## src/design/cqe_pkg.sv

```systemverilog
package cqe_pkg;

   typedef enum logic [1:0] {
      CMD_ENQUEUE = 2'd0,
      CMD_DEQUEUE = 2'd1,
      CMD_PEEK    = 2'd2,
      CMD_DISPLAY = 2'd3
   } cmd_type;

   typedef enum logic [1:0] {
      ST_OK       = 2'd0,
      ST_OVERFLOW = 2'd1,
      ST_EMPTY    = 2'd2
   } status_type;

   typedef enum logic {
      SEQ_IDLE = 1'b0,
      SEQ_EMIT = 1'b1
   } seq_state_type;

   typedef struct packed {
      cmd_type            cmd;
      logic signed [31:0] value;
   } req_type;

   typedef struct packed {
      status_type         status;
      logic signed [31:0] data;
      logic               last;
   } rsp_type;

endpackage

```

## src/design/circular_queue_engine_unit.sv

```systemverilog
// channel   direction  handshake                 payload
// req       in         req_valid / req_stall     cqe_pkg::req_type (cmd, value)
// rsp       out        rsp_valid / rsp_stall     cqe_pkg::rsp_type (status, data, last)
//
// enqueue and every error answer are loaded into the output register at the accept edge.
// dequeue, peek and display first read the head slot through the single read port of the
// slot memory into registered read data, then emit it; display emits every word, head to tail.
// one transaction is in work at a time; req_stall is high while a slot-reading command runs.
// reset clears head, tail, occupancy, the sequencer and result valid; the slot memory keeps its contents.
// a stalled result holds in the output register; a new command is taken as it drains.
module circular_queue_engine_unit #(
   parameter int DEPTH = 8
) (
   input  logic             clock,
   input  logic             reset,
   input  logic             req_valid,
   output logic             req_stall,
   input  cqe_pkg::req_type req,
   output logic             rsp_valid,
   input  logic             rsp_stall,
   output cqe_pkg::rsp_type rsp
);
   import cqe_pkg::*;

   localparam int IDX_W = (DEPTH > 1) ? $clog2(DEPTH) : 1;
   localparam int CNT_W = $clog2(DEPTH + 1);

   logic signed [31:0] mem [DEPTH];

   seq_state_type      state_ff, state_in;
   cmd_type            cmd_ff, cmd_in;
   logic [IDX_W-1:0]   head_ff, head_in;
   logic [IDX_W-1:0]   tail_ff, tail_in;
   logic [IDX_W-1:0]   ptr_ff, ptr_in;
   logic [CNT_W-1:0]   occ_ff, occ_in;
   logic [CNT_W-1:0]   cnt_ff, cnt_in;
   logic signed [31:0] rd_data_ff;
   rsp_type            rsp_ff, rsp_in;
   logic               rsp_valid_ff, rsp_valid_in;

   logic               out_free;
   logic               req_fire;
   logic               emit_fire;
   logic               is_full;
   logic               is_empty;
   logic               emit_last;
   logic               mem_we;
   logic               rd_en;
   logic [IDX_W-1:0]   rd_addr;
   logic [IDX_W-1:0]   inc_src;
   logic [IDX_W-1:0]   inc_res;

   // shared wrap incrementer for tail and read pointer
   always_comb begin
      inc_src = (state_ff == SEQ_IDLE) ? tail_ff : ptr_ff;
      if (inc_src == IDX_W'(DEPTH - 1)) begin
         inc_res = '0;
      end else begin
         inc_res = inc_src + IDX_W'(1);
      end
   end

   assign out_free  = !rsp_valid_ff || !rsp_stall;
   assign req_stall = !((state_ff == SEQ_IDLE) && out_free);
   assign req_fire  = req_valid && !req_stall;
   assign emit_fire = (state_ff == SEQ_EMIT) && out_free;
   assign is_full   = (occ_ff == CNT_W'(DEPTH));
   assign is_empty  = (occ_ff == '0);
   assign emit_last = (cmd_ff != CMD_DISPLAY) || (cnt_ff == CNT_W'(1));

   // next state
   always_comb begin
      state_in = state_ff;
      case (state_ff)
         SEQ_IDLE: begin
            if (req_fire && (req.cmd != CMD_ENQUEUE) && !is_empty) begin
               state_in = SEQ_EMIT;
            end
         end
         SEQ_EMIT: begin
            if (emit_fire && emit_last) begin
               state_in = SEQ_IDLE;
            end
         end
         default: state_in = SEQ_IDLE;
      endcase
   end

   // datapath controls
   always_comb begin
      cmd_in       = cmd_ff;
      head_in      = head_ff;
      tail_in      = tail_ff;
      ptr_in       = ptr_ff;
      occ_in       = occ_ff;
      cnt_in       = cnt_ff;
      rsp_in       = rsp_ff;
      rsp_valid_in = rsp_valid_ff && rsp_stall;
      mem_we       = 1'b0;
      rd_en        = 1'b0;
      rd_addr      = head_ff;
      case (state_ff)
         SEQ_IDLE: begin
            if (req_fire) begin
               cmd_in = req.cmd;
               ptr_in = head_ff;
               cnt_in = occ_ff;
               if (req.cmd == CMD_ENQUEUE) begin
                  rsp_valid_in = 1'b1;
                  rsp_in.data  = '0;
                  rsp_in.last  = 1'b1;
                  if (is_full) begin
                     rsp_in.status = ST_OVERFLOW;
                  end else begin
                     rsp_in.status = ST_OK;
                     mem_we        = 1'b1;
                     tail_in       = inc_res;
                     occ_in        = occ_ff + CNT_W'(1);
                  end
               end else if (is_empty) begin
                  rsp_valid_in  = 1'b1;
                  rsp_in.status = ST_EMPTY;
                  rsp_in.data   = '0;
                  rsp_in.last   = 1'b1;
               end else begin
                  rd_en   = 1'b1;
                  rd_addr = head_ff;
               end
            end
         end
         SEQ_EMIT: begin
            if (emit_fire) begin
               rsp_valid_in  = 1'b1;
               rsp_in.status = ST_OK;
               rsp_in.data   = rd_data_ff;
               rsp_in.last   = emit_last;
               cnt_in        = cnt_ff - CNT_W'(1);
               ptr_in        = inc_res;
               rd_en         = 1'b1;
               rd_addr       = inc_res;
               if (cmd_ff == CMD_DEQUEUE) begin
                  head_in = inc_res;
                  occ_in  = occ_ff + {CNT_W{1'b1}};
               end
            end
         end
         default: begin
            rsp_valid_in = 1'b0;
         end
      endcase
   end

   always_ff @(posedge clock) begin
      if (mem_we) begin
         mem[tail_ff] <= req.value;
      end
      if (rd_en) begin
         rd_data_ff <= mem[rd_addr];
      end
   end

   always_ff @(posedge clock) begin
      if (reset) begin
         state_ff     <= SEQ_IDLE;
         head_ff      <= '0;
         tail_ff      <= '0;
         occ_ff       <= '0;
         rsp_valid_ff <= 1'b0;
      end else begin
         state_ff     <= state_in;
         head_ff      <= head_in;
         tail_ff      <= tail_in;
         occ_ff       <= occ_in;
         rsp_valid_ff <= rsp_valid_in;
      end
   end

   always_ff @(posedge clock) begin
      cmd_ff <= cmd_in;
      ptr_ff <= ptr_in;
      cnt_ff <= cnt_in;
      rsp_ff <= rsp_in;
   end

   assign rsp_valid = rsp_valid_ff;
   assign rsp       = rsp_ff;

endmodule

```

## config.mk

```make
export PLATFORM = sky130hd
export DESIGN_NAME = circular_queue_engine_unit
export DESIGN_NICKNAME = d
export VERILOG_FILES = /design/src/design/cqe_pkg.sv /design/src/design/circular_queue_engine_unit.sv
export SDC_FILE = /design/constraint.sdc
export NUM_CORES = 1
export LEC_CHECK = 0
export ABC_AREA = 1
export BUFFER_PORTS_ARGS = -buffer_cell sky130_fd_sc_hd__buf_4
export CORE_ASPECT_RATIO = 1.4
export CORE_MARGIN = 8
export CORE_UTILIZATION = 61
export CTS_CLUSTER_DIAMETER = 100
export DETAILED_ROUTE_END_ITERATION = 8
export GPL_TIMING_DRIVEN = 0
export PLACE_DENSITY = 0.85
export SETUP_SLACK_MARGIN = 0.05
export SLEW_MARGIN = 0
export SYNTH_ARGS = -nofsm -noshare
export SYNTH_HDL_FRONTEND = slang
export SYNTH_SLANG_ARGS = --single-unit
```

## constraint.sdc

```tcl
create_clock -name clock -period 5.39 [get_ports clock]
set_input_delay 1.078 -clock clock [delete_from_list [all_inputs] [get_ports clock]]
set_output_delay 1.078 -clock clock [all_outputs]
set_load 0.05 [all_outputs]
```

# Yosys cells after proc, flatten, opt, wreduce, memory -nomap -nowiden

Memories as Yosys holds them, arrays and structs flattened. A register that Yosys moved wholly into a read port is not among the register bits.
Cells that the tools add are included.

Memories kept: 1
Input bits: 38
Memory bits (writable): 256
Bits in registers: 56
Word-level logic and storage cells: 92

Bitwise gates (word level): 2
Equality and inequality tests: 11
Mux-type cells: 41
Reductions and logical operators: 22
Add/sub/neg operators: 4

Memories:

| memory | words | bits a word | rd ports | clocked after memory_dff | wr ports | RTL line                         | text |
|---|---|---|---|---|---|---|---|
| mem    | 8     | 32          | 1        | 1                        | 1        | circular_queue_engine_unit.sv:28 | `logic signed [31:0] mem [DEPTH];` |

Operator list:

| kind                | number |
|---|---|
| $mux 35             | 4 |
| $pmux 35 s2         | 1 |
| $mux 4              | 7 |
| $mux 1              | 17 |
| $pmux 4 s2          | 2 |
| $mux 3              | 5 |
| $pmux 3 s2          | 2 |
| $logic_and 1x1->1   | 7 |
| $ne 2x1->1 const B  | 3 |
| $ne 2x2->1 const B  | 3 |
| $pmux 1 s2          | 3 |
| $reduce_and 3->1    | 2 |
| $reduce_and 5->1    | 1 |
| $add 4x1->4 const B | 1 |
| $add 4x4->4 const B | 1 |
| $eq 4x1->1 const B  | 1 |
| $eq 4x4->1 const B  | 1 |
| $logic_not 1->1     | 4 |
| $logic_not 4->1     | 1 |
| $reduce_and 2->1    | 2 |
| $reduce_and 4->1    | 1 |
| $sub 4x1->4 const B | 1 |
| $add 3x1->3 const B | 1 |
| $eq 3x3->1 const B  | 1 |
| 6 further kinds     | 8 |

# Depth between registers and ports, before layout

Gate-level depths: netlist of the first run.

Depth in word-level cells: 8
Mapped depth: 14

# Worst setup path after synthesis of the first run

OpenSTA, ideal clock, no wires.

Kind: input-to-reg
Start: in req[33] (netlist name)
End: mem mem[6][0] (enable)
Data arrival time: 4,026 ps
Required time: 4,929 ps
Setup slack: 903 ps
Stages on the path: 5
Setup time: 461 ps
Buffers on the path: 0
Cells stage by stage: nor2_1 -> inv_1 -> nor3_1 -> nand2_1 -> nor3_1

Word-level cells in the longest chain between the ends: 6

Ends and longest elaborated chain:

| what                         | RTL line                          | text |
|---|---|---|
| start: declaration           | circular_queue_engine_unit.sv:18  | `input cqe_pkg::req_type req,` |
| $logic_not 2->1              | circular_queue_engine_unit.sv:108 | `if (req.cmd == CMD_ENQUEUE) begin` |
| $mux 1                       | circular_queue_engine_unit.sv:108 |  |
| $mux 1                       | circular_queue_engine_unit.sv:104 | `if (req_fire) begin` |
| $mux 1                       | circular_queue_engine_unit.sv:102 | `case (state_ff)` |
| $mux 1                       | circular_queue_engine_unit.sv:154 | `if (mem_we) begin` |
| $mux 1 (implied by the code) | circular_queue_engine_unit.sv:155 | `mem[tail_ff] <= req.value;` |
| end: declaration             | circular_queue_engine_unit.sv:28  |  |

Every way passes these cells.

# Worst setup path in the final report of the first run

Start: reg state_ff
End: reg rd_data_ff[4] (read register of mem) (data pin)

Word-level cells in the longest chain between the ends: 5

Ends and longest elaborated chain:

| what                                             | RTL line                                                           | text |
|---|---|---|
| start: declaration                               | circular_queue_engine_unit.sv:30                                   | `seq_state_type state_ff, state_in;` |
| start signal: assignment                         | circular_queue_engine_unit.sv:170                                  | `state_ff <= state_in;` |
| $mux 3 *                                         | circular_queue_engine_unit.sv:55                                   | `inc_src = (state_ff == SEQ_IDLE) ? tail_ff : ptr_ff;` |
| $add 3x1->3 / $eq 3x3->1 (equally long branches) | circular_queue_engine_unit.sv:59, circular_queue_engine_unit.sv:56 |  |
| $mux 3 *                                         | circular_queue_engine_unit.sv:56                                   | `if (inc_src == IDX_W'(DEPTH - 1)) begin` |
| net inc_res[1]                                   | circular_queue_engine_unit.sv:51                                   | `logic [IDX_W-1:0] inc_res;` |
| $mux 3 *                                         | circular_queue_engine_unit.sv:132                                  | `if (emit_fire) begin` |
| $pmux 3 s2 *                                     | circular_queue_engine_unit.sv:102                                  |  |
| end: declaration                                 | circular_queue_engine_unit.sv:37                                   | `logic signed [31:0] rd_data_ff;` |

The timed path passes the listed nets; every way through them passes the cells marked *.
A chain may end at the register's enable or synchronous reset.

==> results of run 1 <==
## through the flow
stage	total power [mW]	worst slack, ns
floorplan	3.53	0.903
global placement	3.73	-1.33
detailed placement	3.77	1.74
CTS	5.77	2.25
global route	5.92	1.99
finish	5.78	2.20
## power by group through the flow
stage	clock, mW	combinational (mW)	sequential [mW]
finish	2.05	0.654	3.07
global route	2.15	0.701	3.07
CTS	2.05	0.649	3.07
floorplan	0	0.291	3.24
global placement	0	0.601	3.13
detailed placement	0	0.643	3.13
## cells in the final DEF (no fill, tap or decap), types with 12 or more instances in the layout
cell       netlist  layout
nand2_1        327     326
inv_1          313     313
nor2_1          25      19
buf_4            0      74
edfxtp_1       332     332
clkbuf_16        0      31
buf_2           39      39
clkbuf_1        12      21
o21ai_0         17      17
buf_6           15      19
nand3_1        299     299
dfxtp_1         12      12
## cells in the mapped netlist, drive strengths merged
master	number
edfxtp	332
ha	5
fa	1
dfxtp	12
xor2	2
inv	314
nor3	4
nand3	300
clkbuf	12
nor2	25
nand2	331
xnor2	2
o21ai	22
buf	57
a31oi	1
nand4	1
a21oi	12
## final cells by class
cell class,instances,share of cell area [%]
clock inverters,12,0.647
flip-flops and latches,344,59.3
well taps,315,2.29
clock buffers,40,4.71
multi-input cells,706,19.1
plain buffers,69,2.44
repair buffers,87,4.65
inverters,314,6.85
## per-layer routing
| metal | GRT usage, % | share of wire, % | up-vias |
|---|---|---|---|
| li1 | - | - | 4876 |
| met1 | 26.4 | 33 | 4974 |
| met2 | 42.2 | 52 | 718 |
| met3 | 4.14 | 10 | 140 |
| met4 | 14.0 | 4.6 | 0 |
| met5 | 0 | 0 | - |
## kinds of logic after synthesis
group,share of synthesized area [%]
compound gates,1.35
xor+xnor,0.233
fa+ha+maj,0.550
buf+inv,10.6
flops,68.0
simple gates,19.2
## registers in the layout, indices dropped and copies added, names as in the netlist, 3 cells and up
signal and cells:
mem 256, rsp 35, rd_data_ff 32, cnt_ff 4, occ_ff 4, head_ff 3, ptr_ff 3, tail_ff 3
## worst max-delay path: stages (launching register included)
cell,delay (ns)
dfxtp_1,0.42
buf_6,0.17
buf_2,0.25
clkbuf_1,0.43
o21ai_0,0.20
ha_1,0.42
inv_1,0.11
o21ai_4,0.46
buf_6,0.23
nand3_1,0.10
nand2_1,0.07
nand2_1,0.06
nand2_1,0.11
## worst min-delay path by stage
stage / start / to / slack, ns / depth (start not counted)
final: tail_ff[0] / tail_ff[0] / 0.49 / 2
after global routing: tail_ff[0] / tail_ff[0] / 0.51 / 2
after CTS: tail_ff[0] / tail_ff[0] / 0.48 / 2
after detailed placement: tail_ff[0] / tail_ff[0] / 0.47 / 2
after global placement: tail_ff[0] / tail_ff[0] / 0.47 / 2
after floorplan: tail_ff[0] / tail_ff[0] / 0.45 / 2
==> flow_summary.ini, run 1 <==
[run]
max_cap_violations = 0

[logic_synthesis]
synth_area_leaders = edfxtp_1 (66%), nand3_1 (10%), nand2_1 (8.2%), inv_1 (7.8%), dfxtp_1 (1.6%)
synthDistinctLibCells = 26
synth_top_area_share_pct = 66.4
yosys_warnings = 0
ys_seq_area_share_pct = 68.0
syn_avg_cell_area_um2 = 10.5
synthCells = 1433
ys_ff_latch = 344
syn_nets = 1477
yosys.area.top_type = edfxtp_1
synth_area_um2 = 15000

[worst_setup_path]
cp.arrival_ns = 3.61
crit_type = flop to flop
r2r_cells = 12
cp-startpoint = state_ff
endpoint = rd_data_ff[4]
startpoint_type = flop
rrSetupSlack_ns = 2.20
r2r_start = state_ff
required_ns = 5.81
cp-end-kind = flop
r2r_end = rd_data_ff[4]
crit_fanout = 10

[timing]
rsz0062_at_grt = false
timing.final.max_slew_violations = 0
fmax_mhz = 313
worstMarginPinSlew_ns = 1.01
period_minus_slack_ns = 3.19
fin_skew_ns = 0.0205
hold_viol = 0
slew_headroom_pct = 32.5
holdWs_ns = 0.487
setup-tns-final_ns = 0
setup_violations = 0
finalCritPeriodShare_pct = 59.3

[global_routing]
antenna_found_initial = 0
globalRouteOverflowTotal = 0
grt_usage_pct = 23.9
grt_start_max_net_pins = 33
grt_pass1_vias = 10900
grt_pass1_wl_um = 56000

[finish]
area_growth_pct = 14.5
drive_above_1_share_pct = 12.7
multiInputGateArea_um2 = 3280
ff_latch_area_um2 = 10200
fin_area_um2 = 17200
fin_nets = 1596
utilization_pct = 70.4
final_cells = 1887
antenna_cells = 0
fill_cells = 1550

[die]
coreArea_um2 = 24400
num_rows = 68
io_pins = 75
dieHeight_um = 202
die_w_um = 149
start_util_pct = 61.5
die_area_um2 = 30000

[drt]
dr_total_vias = 10700
drt-initial-drc-count = 1178
detail_route.wl_per_cell_um = 18.9
avgViaCountPerCell = 5.67
ant_nets = 0
wl_um = 35700
drc = 0
firstDrtPassIters = 7

[placed_design]
gp_congestion = 0.854
dpl_cell_area_um2 = 16300
hpwl_um = 23700
io_buffer_count = 74
dpl.cell_count = 1835

[pwr]
p_clk_share_pct = 35.5
ir_drop_uv = 267
seq_power_share_pct = 53.1
switching_power_mw = 1.41
p_comb_share_pct = 11.3
swShare_pct = 24.4
power.internal_mw = 4.37
p_leak_nw = 7.69
p_per_area_nw_per_um2 = 336

[hold_path]
hold_path_class = flop to flop

[cts]
htreeDepth = 1
cts_buffer_depth = 3
cts-root-buf = clkbuf_16
clock-sinks = 344
clk_pin_slew_worst_paths_ns = 0.07
worstSkewPairLatency_ns = 0.57
cts_resized = 0
tritoncts.num_buffers = 30
cts_hold_buf = 0
cts_tree = done
post-cts-setup-buffer-count = 0

[status]
status = finished clean
Power figures use the tool's default switching activity.
==> run 2, diff against run 1 <==
==> constraint.sdc (replaced) <==
create_clock -name clock -period 3 [get_ports clock]
set_input_delay 0.6 -clock clock [delete_from_list [all_inputs] [get_ports clock]]
set_output_delay 0.6 -clock clock [all_outputs]
set_load 0.05 [all_outputs]
==> run 2 against run 1 <==
  * Clock power is 100% higher
  * Utilization is 0.73 points higher
  * Global-route usage is 0.60 points lower
  * Die area stayed put
  * Critical path depth is 1 higher
  * Routed wire length is 0.56% lower
  * Setup slack worse by 2.0 ns
  * Maximum frequency is 15% higher
  * Via count is 0.72% lower
  * First-iteration DRC count is 0.85% higher
==> flow_summary.ini, run 2 (synthesized netlist as in run 1, its figures left out) <==
[worst_setup_path]
rrSetupSlack_ns = 0.22
path_cells = buf_6, buf_2, clkbuf_2, nand2_1, o21ai_0, ha_1, inv_1, nand2_1, nand3_1, o21ai_1, buf_2, nand2_1, nand2_1
crit_fanout = 10
r2r_cells = 13
cp.arrival_ns = 3.20
cp_common_cell = nand2_1
required_ns = 3.42
crit_type = flop to flop
cp-startpoint = state_ff
r2r_start = state_ff
critPathMaxStageDelay_ns = 0.38
startpoint_type = flop
timing.critical_path.max_delay_family = buffers and inverters
cp_num_buf_inv = 5
critPathSlowestCell = dfxtp_1
cp-end-kind = flop
r2r_end = rd_data_ff[23]

[global_routing]
grt_start_max_net_pins = 33
grt_pass1_wl_um = 54600
antenna_found_initial = 1
grt_pass1_vias = 10700
globalRouteOverflowTotal = 0
grt_usage_pct = 23.3

[timing]
period_minus_slack_ns = 2.78
rsz0062_at_grt = false
fmax_mhz = 360
worstMarginPinSlew_ns = 0.962
hold_viol = 0
fin_skew_ns = 0.0167
timing.final.max_slew_violations = 0
slew_headroom_pct = 35.6
setup_violations = 0
finalCritPeriodShare_pct = 92.7

[pwr]
p_per_area_nw_per_um2 = 621
swShare_pct = 24.0
ir_drop_uv = 494
seq_power_share_pct = 51.1
switching_power_mw = 2.59
power.internal_mw = 8.21
p_clk_share_pct = 38.0
p_comb_share_pct = 10.9
p_leak_nw = 7.79

[finish]
fin_area_um2 = 17400
final_common_cell = edfxtp_1
final_cells = 1893
area_growth_pct = 15.7
fill_cells = 1504
antenna_cells = 0
drive_above_1_share_pct = 13.2
largest_register = mem
fin_nets = 1598
largest_reg_flops = 256
final_cell_mix = edfxtp_1 (332), nand2_1 (326), inv_1 (313)

[cts]
cts-root-buf = clkbuf_16
cts_hold_buf = 0
worstSkewPairLatency_ns = 0.56
clock-sinks = 344
cts_tree = done
tritoncts.num_buffers = 31
clk_pin_slew_worst_paths_ns = 0.07
cts_buffer_depth = 3
htreeDepth = 1

[die]
start_util_pct = 61.5
dieHeight_um = 202
die_w_um = 149
num_rows = 68
coreArea_um2 = 24400
io_pins = 75
die_area_um2 = 30000

[placed_design]
dpl.cell_count = 1832
gp_congestion = 0.845
hpwl_um = 23200
io_buffer_count = 74
dpl_cell_area_um2 = 16300

[hold_path]
holdPathEnd = cmd_ff[1]
min_path_cells = 1
hp-start = req[33]
hold_path_class = input pin to flop

[drt]
avgViaCountPerCell = 5.62
detail_route.wl_per_cell_um = 18.7
wl_um = 35500
ant_nets = 0
drc = 0
drt-initial-drc-count = 1188
dr_total_vias = 10600
firstDrtPassIters = 7

[run]
max_cap_violations = 0

[status]
status = finished clean
-- run 2: changes by cell type in the layout (fill, tap and decap cells not counted), sizes merged --
cell and delta:
clkinvlp +1, clkinv +4, bufinv +4, clkbuf -5, inv +1, buf +1
-- run 2: what timing repair did --
item / in CTS / in global routing
setup buffers: 2 / 2
gates resized for setup: 1 / 1
pin swaps: 1 / 2
setup endpoints to repair: 36 / 32
-- run 2: worst max path at each step --
stage | to | slack, ns | cells after the start
2_1_floorplan | mem[0][0] | -0.14 | 5
3_3_place_gp | mem[5][6] | -1.79 | 6
3_5_place_dp | mem[7][8] | -0.28 | 7
4_1_cts | rd_data_ff[23] | 0.11 | 12
5_1_grt | rd_data_ff[21] | 0.1 | 13
6_report | rd_data_ff[23] | 0.22 | 13
-- run 2: layout make-up --
cell class / count / area [um2] / area share [%]
clock inverters: 22 / 268 / 1.54
clock buffers: 35 / 791 / 4.55
inverters: 314 / 1180 / 6.78
repair buffers: 88 / 821 / 4.72
plain buffers: 69 / 422 / 2.43
multi-input cells: 706 / 3300 / 19.0
flip-flops and latches: 344 / 10200 / 58.7
well taps: 315 / 394 / 2.27
-- run 2: power by group through the flow --
stage               combinational, mW  clock (mW)  sequential [mW]
finish                           1.17        4.11             5.51
global route                     1.26        4.26             5.53
CTS                              1.16        4.10             5.52
detailed placement               1.15           0             5.62
global placement                 1.09           0             5.62
floorplan                       0.526           0             5.82
-- run 2: metrics by stage --
step | power (mW) | setup TNS [ns] | hold slack (ns) | worst slack, ns | utilization, %
6_report | 10.8 | 0 | 0.236 | 0.219 | 71.2
5_1_grt | 11.0 | 0 | 0.223 | 0.0956 | 71.2
4_1_cts | 10.8 | 0 | 0.221 | 0.106 | 71.0
3_5_place_dp | 6.76 | -7.04 | 0.479 | -0.280 | 66.6
3_3_place_gp | 6.70 | -367.23 | 0.472 | -1.79 | 65.5
2_1_floorplan | 6.34 | -24.48 | 0.451 | -0.141 | -
-- run 2: metal layers --
layer	GRT usage [%]	wire, um
met5	0	0
met2	41.3	18100
met4	12.9	1820
met3	4.83	3540
met1	25.4	12000
